**config.mk**
```make
export PLATFORM = sky130hd
export DESIGN_NAME = string_literal_escape_decoder
export DESIGN_NICKNAME = d
export VERILOG_FILES = /design/src/design/sled_pkg.sv /design/src/design/string_literal_escape_decoder.sv
export SDC_FILE = /design/constraint.sdc
export NUM_CORES = 1
export LEC_CHECK = 0
export BUFFER_PORTS_ARGS = -buffer_cell sky130_fd_sc_hd__buf_2
export CAP_MARGIN = 0
export CORE_ASPECT_RATIO = 0.8
export CORE_UTILIZATION = 35
export CTS_CLUSTER_SIZE = 10
export DETAILED_ROUTE_END_ITERATION = 16
export PLACE_DENSITY = 0.59
export SETUP_SLACK_MARGIN = 0.05
export SYNTH_ARGS = -nofsm -noshare
export SYNTH_HDL_FRONTEND = slang
export SYNTH_SLANG_ARGS = --single-unit
```
**constraint.sdc**
```tcl
create_clock -name clk_i -period 7.4 [get_ports clk_i]
set_input_delay 0.37 -clock clk_i [delete_from_list [all_inputs] [get_ports clk_i]]
set_output_delay 0.37 -clock clk_i [all_outputs]
set_load 0.02 [all_outputs]
```
**src/design/sled_pkg.sv**
```systemverilog
// Shared constants, result type and hex digit helper for the string literal
// escape decoder. No dependencies.
package sled_pkg;

  // Result kinds
  localparam logic [1:0] KIND_BYTE  = 2'd0;
  localparam logic [1:0] KIND_END   = 2'd1;
  localparam logic [1:0] KIND_ERROR = 2'd2;

  // Character codes
  localparam logic [7:0] CH_BSLASH = 8'h5C;
  localparam logic [7:0] CH_QUOTE  = 8'h22;
  localparam logic [7:0] CH_X_LO   = 8'h78;
  localparam logic [7:0] CH_X_UP   = 8'h58;
  localparam logic [7:0] CH_N      = 8'h6E;
  localparam logic [7:0] CH_T      = 8'h74;
  localparam logic [7:0] CH_R      = 8'h72;
  localparam logic [7:0] CH_0      = 8'h30;
  localparam logic [7:0] CH_7      = 8'h37;
  localparam logic [7:0] CH_9      = 8'h39;
  localparam logic [7:0] CH_A_LO   = 8'h61;
  localparam logic [7:0] CH_F_LO   = 8'h66;
  localparam logic [7:0] CH_A_UP   = 8'h41;
  localparam logic [7:0] CH_F_UP   = 8'h46;

  // Decoded values of the named escapes
  localparam logic [7:0] CODE_LF  = 8'd10;
  localparam logic [7:0] CODE_TAB = 8'd9;
  localparam logic [7:0] CODE_CR  = 8'd13;

  // A third octal digit on a value at or above this overflows a byte
  localparam logic [7:0] OCT_LIMIT = 8'd32;

  localparam logic [4:0] HEX_BAD = 5'd16;

  typedef struct packed {
    logic [7:0] data;
    logic [1:0] kind;
    logic       last;
  } res_t;

  // Value of a hex digit, or HEX_BAD when the byte is not one
  function automatic logic [4:0] hex_digit(input logic [7:0] b);
    logic [7:0] t;
    t = 8'd0;
    if (b >= CH_0 && b <= CH_9) begin
      t = b - CH_0;
    end else if (b >= CH_A_LO && b <= CH_F_LO) begin
      t = b - CH_A_LO + 8'd10;
    end else if (b >= CH_A_UP && b <= CH_F_UP) begin
      t = b - CH_A_UP + 8'd10;
    end else begin
      t = {3'd0, HEX_BAD};
    end
    return t[4:0];
  endfunction

endpackage

```
**src/design/string_literal_escape_decoder.sv**
```systemverilog
// String literal escape decoder: one raw byte in, up to two results out.
// Depends on sled_pkg.
//
//  channel | handshake            | payload
//  --------+----------------------+----------------------------------
//  in      | in_valid_i/in_ready_o  | in_byte_i, end_of_input_i
//  out     | out_valid_o/out_ready_i| out_byte_o, kind_o, last_o
//
// Each item is decoded in the cycle it is accepted; its results sit in a
// three-entry result queue and are registered before they reach the output.
// One item per cycle while items give at most one result each and the output is
// not stalled; an item giving two results slows intake, set by the single output port.
// Input is ready while the queue holds at most one result.
// Reset returns the decoder to the normal phase with an empty queue.
module string_literal_escape_decoder (
  input  logic       clk_i,
  input  logic       rst_ni,
  input  logic       in_valid_i,
  output logic       in_ready_o,
  input  logic [7:0] in_byte_i,
  input  logic       end_of_input_i,
  output logic       out_valid_o,
  input  logic       out_ready_i,
  output logic [7:0] out_byte_o,
  output logic [1:0] kind_o,
  output logic       last_o
);

  typedef enum logic [2:0] {
    PH_NORMAL = 3'd0,
    PH_ESC    = 3'd1,
    PH_HEX1   = 3'd2,
    PH_HEX2   = 3'd3,
    PH_OCT1   = 3'd4,
    PH_OCT2   = 3'd5
  } phase_e;

  localparam int unsigned QDepth = 3;

  phase_e     phase_q, phase_d;
  logic [7:0] accum_q, accum_d;
  logic [1:0] count_q, count_d;
  sled_pkg::res_t q_q [QDepth];
  sled_pkg::res_t q_d [QDepth];

  sled_pkg::res_t res0, res1, rn;
  logic [1:0] n_res;
  logic       norm_en;
  logic [4:0] hd;
  logic       is_oct;
  logic       push, pop;
  logic [1:0] base;

  assign push = in_valid_i && in_ready_o;
  assign pop  = out_valid_o && out_ready_i;

  assign is_oct = (in_byte_i >= sled_pkg::CH_0) && (in_byte_i <= sled_pkg::CH_7);
  assign hd     = sled_pkg::hex_digit(in_byte_i);

  // Decode one item: next phase, accumulator and up to two results
  always_comb begin
    phase_d = phase_q;
    accum_d = accum_q;
    res0    = '{data: 8'd0, kind: sled_pkg::KIND_ERROR, last: 1'b1};
    res1    = '{data: 8'd0, kind: sled_pkg::KIND_ERROR, last: 1'b1};
    rn      = '{data: 8'd0, kind: sled_pkg::KIND_ERROR, last: 1'b1};
    n_res   = 2'd0;
    norm_en = 1'b0;
    if (end_of_input_i) begin
      phase_d = PH_NORMAL;
      accum_d = 8'd0;
      n_res   = 2'd1;
    end else begin
      unique case (phase_q)
        PH_NORMAL: norm_en = 1'b1;
        PH_ESC: begin
          phase_d = PH_NORMAL;
          if (is_oct) begin
            accum_d = in_byte_i - sled_pkg::CH_0;
            phase_d = PH_OCT1;
          end else if (in_byte_i == sled_pkg::CH_X_LO || in_byte_i == sled_pkg::CH_X_UP) begin
            accum_d = 8'd0;
            phase_d = PH_HEX1;
          end else begin
            n_res     = 2'd1;
            res0.kind = sled_pkg::KIND_BYTE;
            priority if (in_byte_i == sled_pkg::CH_N) res0.data = sled_pkg::CODE_LF;
            else if (in_byte_i == sled_pkg::CH_T) res0.data = sled_pkg::CODE_TAB;
            else if (in_byte_i == sled_pkg::CH_R) res0.data = sled_pkg::CODE_CR;
            else res0.data = in_byte_i;
          end
        end
        PH_HEX1, PH_HEX2: begin
          if (hd == sled_pkg::HEX_BAD) begin
            phase_d = PH_NORMAL;
            accum_d = 8'd0;
            n_res   = 2'd1;
          end else if (phase_q == PH_HEX1) begin
            accum_d = {4'd0, hd[3:0]};
            phase_d = PH_HEX2;
          end else begin
            n_res     = 2'd1;
            res0.kind = sled_pkg::KIND_BYTE;
            res0.data = {accum_q[3:0], hd[3:0]};
            accum_d   = 8'd0;
            phase_d   = PH_NORMAL;
          end
        end
        PH_OCT1, PH_OCT2: begin
          if (!is_oct) begin
            // Flush the pending value, then treat the byte as plain text
            n_res     = 2'd1;
            res0.kind = sled_pkg::KIND_BYTE;
            res0.data = accum_q;
            accum_d   = 8'd0;
            phase_d   = PH_NORMAL;
            norm_en   = 1'b1;
          end else if (phase_q == PH_OCT2 && accum_q >= sled_pkg::OCT_LIMIT) begin
            phase_d = PH_NORMAL;
            accum_d = 8'd0;
            n_res   = 2'd1;
          end else if (phase_q == PH_OCT1) begin
            accum_d = {accum_q[4:0], in_byte_i[2:0]};
            phase_d = PH_OCT2;
          end else begin
            n_res     = 2'd1;
            res0.kind = sled_pkg::KIND_BYTE;
            res0.data = {accum_q[4:0], in_byte_i[2:0]};
            accum_d   = 8'd0;
            phase_d   = PH_NORMAL;
          end
        end
        default: begin
          phase_d = PH_NORMAL;
          accum_d = 8'd0;
          n_res   = 2'd1;
        end
      endcase

      if (norm_en) begin
        if (in_byte_i == sled_pkg::CH_BSLASH) begin
          phase_d = PH_ESC;
        end else begin
          if (in_byte_i == sled_pkg::CH_QUOTE) begin
            rn.kind = sled_pkg::KIND_END;
          end else begin
            rn.kind = sled_pkg::KIND_BYTE;
            rn.data = in_byte_i;
          end
          if (n_res == 2'd0) begin
            res0 = rn;
          end else begin
            res1 = rn;
          end
          n_res = n_res + 2'd1;
        end
      end
    end
    // Only the final result of an item carries last
    res0.last = (n_res == 2'd1);
    res1.last = 1'b1;
  end

  // Result queue: head in slot zero, shift on pop, append on push
  always_comb begin
    for (int i = 0; i < QDepth; i++) begin
      q_d[i] = q_q[i];
    end
    base = count_q;
    if (pop) begin
      for (int i = 0; i < QDepth - 1; i++) begin
        q_d[i] = q_q[i + 1];
      end
      base = count_q - 2'd1;
    end
    count_d = base;
    if (push) begin
      for (int i = 0; i < QDepth; i++) begin
        if (n_res != 2'd0 && base == 2'(i)) q_d[i] = res0;
        if (n_res == 2'd2 && base + 2'd1 == 2'(i)) q_d[i] = res1;
      end
      count_d = base + n_res;
    end
  end

  always_ff @(posedge clk_i or negedge rst_ni) begin
    if (!rst_ni) begin
      phase_q <= PH_NORMAL;
      accum_q <= 8'd0;
      count_q <= 2'd0;
    end else begin
      count_q <= count_d;
      if (push) begin
        phase_q <= phase_d;
        accum_q <= accum_d;
      end
    end
  end

  always_ff @(posedge clk_i) begin
    for (int i = 0; i < QDepth; i++) begin
      q_q[i] <= q_d[i];
    end
  end

  assign in_ready_o  = (count_q <= 2'd1);
  assign out_valid_o = (count_q != 2'd0);
  assign out_byte_o  = q_q[0].data;
  assign kind_o      = q_q[0].kind;
  assign last_o      = q_q[0].last;

  // End of input always leaves a clean normal phase
  a_eoi_clears: assert property (@(posedge clk_i) disable iff (!rst_ni)
    push && end_of_input_i |=> phase_q == PH_NORMAL && accum_q == 8'd0)
    else $error("end of input left escape state behind");

  // A lone queued result closes its item
  a_tail_last: assert property (@(posedge clk_i) disable iff (!rst_ni)
    count_q == 2'd1 |-> last_o)
    else $error("lone queued result lacks last");

  // Only decoded bytes carry data
  a_zero_data: assert property (@(posedge clk_i) disable iff (!rst_ni)
    out_valid_o && kind_o != sled_pkg::KIND_BYTE |-> out_byte_o == 8'd0)
    else $error("non-byte result carries data");

  // Queue never overruns
  a_no_overrun: assert property (@(posedge clk_i) disable iff (!rst_ni)
    push && n_res == 2'd2 |-> count_q <= 2'd1)
    else $error("result queue overrun");

  // A popped result with last clear is followed by its partner
  a_pair_kept: assert property (@(posedge clk_i) disable iff (!rst_ni)
    pop && !last_o |=> out_valid_o)
    else $error("second result of an item went missing");

endmodule
```
==> results of run 1 <==
==> synth_stat cells (all sizes together), types with 9 or more instances <==
master  number  area share [%]
a21oi       22             3.5
a221oi      17             5.4
buf         24             4.5
clkbuf      10            0.96
dfrtp       13             8.3
dfxtp       22              11
edfxtp      11             8.5
ha          16             5.1
inv         14             1.3
mux2i       22             5.6
nand2       35             3.4
nand2b       9             1.4
nand3       16             2.1
nor2        41             4.5
nor3        20             3.1
o21ai       18             2.3
==> worst max-delay path, cell delays in order <==
cell and delay [ns]:
sky130_fd_sc_hd__buf_2 0.19, sky130_fd_sc_hd__ha_1 0.33, sky130_fd_sc_hd__or4b_1 0.51, sky130_fd_sc_hd__a21bo_1 0.41, sky130_fd_sc_hd__a21oi_1 0.19, sky130_fd_sc_hd__o31ai_4 0.46
sky130_fd_sc_hd__inv_2 0.07, sky130_fd_sc_hd__ha_1 0.33, sky130_fd_sc_hd__nand2b_1 0.19, sky130_fd_sc_hd__nor3_1 0.20, sky130_fd_sc_hd__nand3_1 0.54, sky130_fd_sc_hd__a21oi_1 1.02
==> stage by stage <==
stage | setup WS (ns) | cell area, sq um | utilization (%)
floorplan | 3.15 | 3910 | -
global placement | 2.39 | 4030 | 37.2
detailed placement | 2.24 | 4030 | 37.2
CTS | 2.53 | 4190 | 38.6
global route | 2.02 | 4190 | 38.6
finish | 2.49 | 4190 | 38.6
==> power by group through the flow <==
| stage | combinational, mW | clock [mW] | sequential (mW) |
|---|---|---|---|
| finish | 0.469 | 0.229 | 0.386 |
| global route | 0.520 | 0.241 | 0.397 |
| CTS | 0.471 | 0.235 | 0.387 |
| detailed placement | 0.468 | 0 | 0.392 |
| global placement | 0.462 | 0 | 0.389 |
| floorplan | 0.398 | 0 | 0.384 |
==> metal layers <==
layer | track usage, % | vias to the layer above
met3 | 4.11 | 22
met2 | 30.7 | 123
met4 | 5.52 | 0
li1 | - | 1678
met5 | 0 | -
met1 | 29.0 | 1775
==> cells by family after synthesis <==
| family | Yosys count |
|---|---|
| flops | 46 |
| fa+ha+maj | 16 |
| simple gates | 177 |
| xor+xnor | 5 |
| mux | 24 |
| buf+inv | 48 |
| compound gates | 124 |
==> how the worst max path moves through the flow <==
stage                               end  cells past startpoint
2_1_floorplan  q_q[0][22]$_SDFFCE_PN1P_                     12
3_3_place_gp       q_q[0][29]$_DFFE_PP_                     12
4_1_cts            q_q[0][32]$_DFFE_PP_                     12
5_1_grt            q_q[0][32]$_DFFE_PP_                     13
3_5_place_dp       q_q[0][31]$_DFFE_PP_                     12
6_report           q_q[0][32]$_DFFE_PP_                     12
==> repair_timing <==
item | in CTS | in global routing
setup endpoints to repair | 0 | 0
hold endpoints to repair | 13 | 0
resized for setup | 0 | 0
hold buffers | 1 | 0
==> area by class of cell <==
type	instances	area [sq um]
multi-input combinational	346	2560
timing repair buffer	29	158
clock inverter	3	21.3
fill	1099	6660
clock buffer	5	125
sequential	46	1100
inverter	14	52.6
tap	144	180
==> state kept, by name (all words and copies together) (netlist names) <==
register  count
accum_q       8
count_q       2
q_q          33
phase_q       3
==> flow_summary_export.csv, run 1 <==
group,metric,value,unit
grt,grt_usage,20.2,%
pwr,comb_power_share,43.3,%
pwr,power.sequential.fraction,35.6,%
drt,route.detailed.drc,0,
synthesis,synth-adder-area-share,5.12,%
drt,ant_nets,0,
drt,routed_len_inst,19.4,microns
synthesis,postSynthNetCount,469,
floorplan,io-pin-count,26,
drt,drt-pass1-iter-count,5,
floorplan,core_region_area,10800,sq um
placed_design,detailed_place_hpwl,8520,microns
sta,fin_crit,4.91,ns
setup_path,crit_path_max_fanout,18,
floorplan,die-area,11600,sq um
setup_path,critPathCaptureType,"register",
clock_tree,postCtsSetupBuffers,0,
pwr,power.density,259,nW/um^2
final_layout,antenna_cells_inserted,0,
setup_path,regToRegSetupSlack,2.83,ns
drt,route.vias.total,3598,
placed_design,buffer_ports.inserted,25,
sta,largest_clock_skew_in_the_final_design,0.00532,ns
sta,timing.max_slew.rel_slack,27.0,%
floorplan,floorplan.die.height,96.5,microns
synthesis,synth_compound_area_share,26.2,%
min_path,holdPathEnd,"accum_q[1]$_DFFE_PN0P_",
floorplan,initial_utilization,36.0,%
status,outcome,"finished, final reports clean",
clock_tree,clock_path_buffers,2,
pwr,power_frac_clock,21.1,%
synthesis,syn_avg_cell_area,8.88,sq um
setup_path,timing.critical_path.from,"in_byte_i[4]",
drt,route.met2.wl,4730,microns
pwr,power_leakage,1.52,nW
synthesis,synth-seq-cells,46,
final_layout,layout-area-overhead-vs-synth,7.27,%
synthesis,synth_async_sr_flop_share,28.3,%
min_path,timing.hold.worst.start,"in_byte_i[1]",
clock_tree,root_buffer,"sky130_fd_sc_hd__clkbuf_16",
setup_path,crit-reg2reg-capture,"q_q[0][32]$_DFFE_PP_",
pwr,internal-power,669,uW
drt,highest_metal_used,"met4",
placed_design,gpl.final_weighted_congestion,0.920,
sta,worst_hold_slack,0.466,ns
clock_tree,clk_pin_slew,0.07,ns
clock_tree,clk_latency,0.29,ns
pwr,total_power,1.08,mW
sta,timing_hold_violations_final,0,
floorplan,row_count,34,
clock_tree,tritoncts,"done",
setup_path,timing.setup.critical_path_class,"primary input to register",
synthesis,synth-edff-count,11,
sta,timing_max_transition_violations_final,0,
sta,grt_setup_unrepaired,"false",
synthesis,synth_sequential_area_ratio,28.1,%
grt,wire_length_of_the_first_global_routing_pass,18000,microns
flow_run,max-cap-violations,0,
setup_path,startpoint_type,"primary input",
drt,met3WireLength,648,microns
synthesis,synth_simple_gate_area_share,26.5,%
clock_tree,clock-sinks,46,
min_path,min-delay-path-class,"primary input to register",
drt,met1_length,5730,microns
final_layout,final_common_cell,"sky130_fd_sc_hd__nor2_1",
final_layout,fraction_of_layout_instances_using_a_drive_strength_above_1,18.3,%
setup_path,worst-r2r-cell-count,11,
drt,drt_wl_total,11400,microns
sta,number_of_setup_violations_in_the_final_report,0,
grt,number_of_antenna_violations_at_the_first_check_in_global_routing,0,
pwr,switching_share,38.3,%
synthesis,synth_top_flop_cell,"sky130_fd_sc_hd__dfxtp_1",
sta,post_route_setup_tns,0,ns
synthesis,combinational_family_with_the_most_area_after_synthesis,"simple AND/OR/NAND/NOR gates",
clock_tree,htree_levels,2,
grt,grt_remaining_overflow,0,
sta,period_share,66.3,%
synthesis,synthMuxAreaShare,6.21,%
synthesis,netlist-cell-type-count,84,
sta,fmax,0.204,GHz
final_layout,layout.cells.most_common_list,"sky130_fd_sc_hd__nor2_1, sky130_fd_sc_hd__nand2_1, sky130_fd_sc_hd__buf_2",
grt,grt_pass1_vias,3281,
sta,worst_slew_pin_slew,1.09,ns
drt,routed_via_density,6.13,
setup_path,crit-reg2reg-launch,"phase_q[0]$_DFFE_PN0P_",
placed_design,place_inst,578,
setup_path,critPathArrivalTime,4.82,ns
min_path,min_path_cells,3,
drt,drt_iter0_drc,296,
final_layout,post_layout_nonfiller_instances,587,
synthesis,synth_xor_xnor_area_share,1.12,%
clock_tree,tritoncts.num_buffers,5,
floorplan,chipWidth,120,microns
pwr,ir_worst_vdd,0.000112,V
pwr,switchingPower,415,uW
synthesis,post_synth_inst_count,440,
synthesis,synth_area,3910,sq um
synthesis,synth-warning-count,0,
setup_path,worstPathRequired,7.31,ns
grt,grt_max_degree,28,
final_layout,final_nets,471,
(Power assumes the default switching activity.)
==> run 2: changes to the inputs <==
Clock period 7.4 ns to 5.1 ns, I/O delays scaled along.
==> run 2 against run 1 <==
  * Total power rose by 46%
  * Critical path depth rose by 2
  * Register-to-register slack got worse by 1.5 ns
  * Global-route usage fell by 0.32 points
  * Die area did not move
  * Cell area rose by 0.54%
  * First-iteration DRC count rose by 18%
  * Sequential cell count did not move
  * Cell count rose by 0.51%
  * Clock power rose by 45%
  * Via count fell by 0.31%
  * Utilization rose by 0.21 points
  * Critical path type unchanged
  * Largest cell class unchanged
  * Largest power group unchanged
  * Highest routed layer unchanged
==> flow_summary_export.csv, run 2 (synthesized netlist as in run 1, its figures left out) <==
group,metric,value,unit
sta,worst_hold_slack,0.345,ns
sta,timing_max_transition_violations_final,0,
sta,timing_hold_violations_final,0,
final_layout,final_common_cell,"sky130_fd_sc_hd__nor2_1",
setup_path,worst-path-buf-inv,3,
sta,grt_setup_unrepaired,"false",
final_layout,count_of_fill_cells_added_during_filler_insertion,1119,
pwr,switching_share,38.6,%
clock_tree,clock-sinks,46,
final_layout,final_nets,474,
sta,period_share,78.7,%
pwr,power_frac_clock,21.0,%
sta,worst_slew_pin_slew,0.757,ns
drt,drt_wl_total,11300,microns
min_path,min-delay-path-class,"primary input to register",
floorplan,die-area,11600,sq um
final_layout,antenna_cells_inserted,0,
sta,finalWorstSetupSlack,1.09,ns
floorplan,core_region_area,10800,sq um
pwr,comb_power_share,43.2,%
clock_tree,cts_hold_buffers,1,
setup_path,critPathArrivalTime,4.22,ns
placed_design,buffer_ports.inserted,25,
clock_tree,htree_levels,2,
final_layout,fraction_of_layout_instances_using_a_drive_strength_above_1,18.8,%
grt,wire_length_of_the_first_global_routing_pass,18000,microns
final_layout,registers.top_by_ff_count,"q_q",
status,outcome,"finished, final reports clean",
pwr,ir_worst_vdd,0.000150,V
placed_design,gpl.final_weighted_congestion,0.941,
clock_tree,tritoncts,"done",
floorplan,chipWidth,120,microns
pwr,internal-power,973,uW
floorplan,row_count,34,
sta,fin_crit,4.01,ns
pwr,power.density,376,nW/um^2
setup_path,critPathCaptureType,"register",
flow_run,max-cap-violations,0,
final_layout,layout-area-overhead-vs-synth,7.85,%
drt,routed_len_inst,19.1,microns
grt,number_of_antenna_violations_at_the_first_check_in_global_routing,0,
clock_tree,tritoncts.num_buffers,5,
setup_path,critical-path-top-delay-family,"compound AO/OA/AOI/OAI gates",
sta,timing.max_slew.rel_slack,49.1,%
clock_tree,clk_latency,0.29,ns
drt,routed_via_density,6.08,
grt,grt_max_degree,28,
final_layout,top_registers,"q_q (33), accum_q (8), phase_q (3)",
floorplan,floorplan.die.height,96.5,microns
grt,grt_usage,19.9,%
pwr,switchingPower,611,uW
clock_tree,root_buffer,"sky130_fd_sc_hd__clkbuf_16",
clock_tree,clk_pin_slew,0.07,ns
floorplan,io-pin-count,26,
setup_path,worstPathRequired,5.31,ns
drt,route.vias.total,3587,
final_layout,layout.cells.most_common_list,"sky130_fd_sc_hd__nor2_1, sky130_fd_sc_hd__nand2_1, sky130_fd_sc_hd__buf_2",
drt,route.detailed.drc,0,
grt,grt_pass1_vias,3324,
sta,post_route_setup_tns,0,ns
clock_tree,clock_path_buffers,2,
drt,ant_nets,0,
pwr,power.sequential.fraction,35.8,%
setup_path,worstPathCellList,"buf_2 -> ha_1 -> or4b_1 -> a21bo_1 -> a21oi_1 -> o31ai_4 -> inv_2 -> ha_1 -> nand2b_1 -> or3_1 -> nor4_4 -> buf_4 -> a21oi_4 -> a221oi_2",
grt,grt_remaining_overflow,0,
final_layout,post_layout_nonfiller_instances,590,
setup_path,cpPeakStageDelay,0.51,ns
clock_tree,cts_repair_resize_count,0,
pwr,power_leakage,1.54,nW
final_layout,largest_register_ffs,33,
sta,largest_clock_skew_in_the_final_design,0.00375,ns
placed_design,place_inst,581,
setup_path,timing.setup.critical_path_class,"primary input to register",
floorplan,initial_utilization,36.0,%
setup_path,startpoint_type,"primary input",
setup_path,critPathMostFrequentCell,"sky130_fd_sc_hd__ha_1",
drt,drt_iter0_drc,349,
sta,number_of_setup_violations_in_the_final_report,0,
drt,drt-pass1-iter-count,5,
setup_path,crit_path_max_fanout,11,
sta,fmax,0.249,GHz
placed_design,detailed_place_hpwl,8460,microns
clock_tree,postCtsSetupBuffers,0,
setup_path,slowest_stage_cell_cp,"sky130_fd_sc_hd__or4b_1",
placed_design,dp_worst_setup_slack,0.853,ns
[run 2: worst register-to-register path, stage by stage (launching register included)]
cell                       delay (ns)
sky130_fd_sc_hd__dfrtp_1         0.55
sky130_fd_sc_hd__or3b_1          0.51
sky130_fd_sc_hd__a31o_1          0.31
sky130_fd_sc_hd__a21oi_1         0.18
sky130_fd_sc_hd__nand2b_1        0.21
sky130_fd_sc_hd__o31ai_4         0.16
sky130_fd_sc_hd__inv_2           0.09
sky130_fd_sc_hd__ha_1            0.25
sky130_fd_sc_hd__nand2b_1        0.18
sky130_fd_sc_hd__or3_1           0.37
sky130_fd_sc_hd__nor4_4          0.18
sky130_fd_sc_hd__buf_4           0.28
sky130_fd_sc_hd__a21oi_4         0.10
sky130_fd_sc_hd__a221oi_2        0.31
[run 2: layout make-up]
class | instances | area (sq um) | area share, %
Sequential cell | 46 | 1100 | 26.0
Tap cell | 144 | 180 | 4.28
Inverter | 14 | 52.6 | 1.25
Multi-Input combinational cell | 346 | 2560 | 60.7
Clock inverter | 3 | 21.3 | 0.505
Clock buffer | 5 | 125 | 2.97
Timing Repair Buffer | 32 | 180 | 4.28
[run 2: through the flow]
stage | util (%) | power [mW] | area, sq um
after floorplan | - | 1.13 | 3910
after global placement | 37.4 | 1.25 | 4060
after detailed placement | 37.4 | 1.25 | 4060
after CTS | 38.8 | 1.59 | 4210
after global routing | 38.8 | 1.68 | 4210
final | 38.8 | 1.58 | 4210
[run 2: path summary, 6_finish.rpt]
kind	from	endpoint	slack, ns	cells after the start
worst max-delay path	in_byte_i[4]	q_q[0][9]$_DFF_P_	1.09	14
worst min-delay path	in_byte_i[1]	accum_q[1]$_DFFE_PN0P_	0.34	3
worst max register to register	phase_q[0]$_DFFE_PN0P_	q_q[0][9]$_DFF_P_	1.32	13
worst min register to register	accum_q[7]$_DFFE_PN0P_	accum_q[7]$_DFFE_PN0P_	0.52	2
max in group asynchronous	rst_ni	count_q[1]$_DFF_PN0_	4.49	2
min in group asynchronous	rst_ni	accum_q[2]$_DFFE_PN0P_	0.37	2
[run 2: layer usage]
| metal | global-route usage (%) | up-vias | share of wire, % |
|---|---|---|---|
| met1 | 29.1 | 1759 | 50 |
| met5 | 0 | - | 0 |
| met2 | 30.0 | 125 | 43 |
| li1 | - | 1687 | - |
| met3 | 3.58 | 16 | 5.7 |
| met4 | 4.79 | 0 | 1.3 |
[run 2: power groups by stage]
stage                     sequential, mW  combinational (mW)  clock (mW)
after floorplan                    0.557               0.577           0
after global placement             0.572               0.677           0
after detailed placement           0.574               0.680           0
after CTS                          0.568               0.682       0.338
after global routing               0.581               0.745       0.350
final                              0.567               0.684       0.333
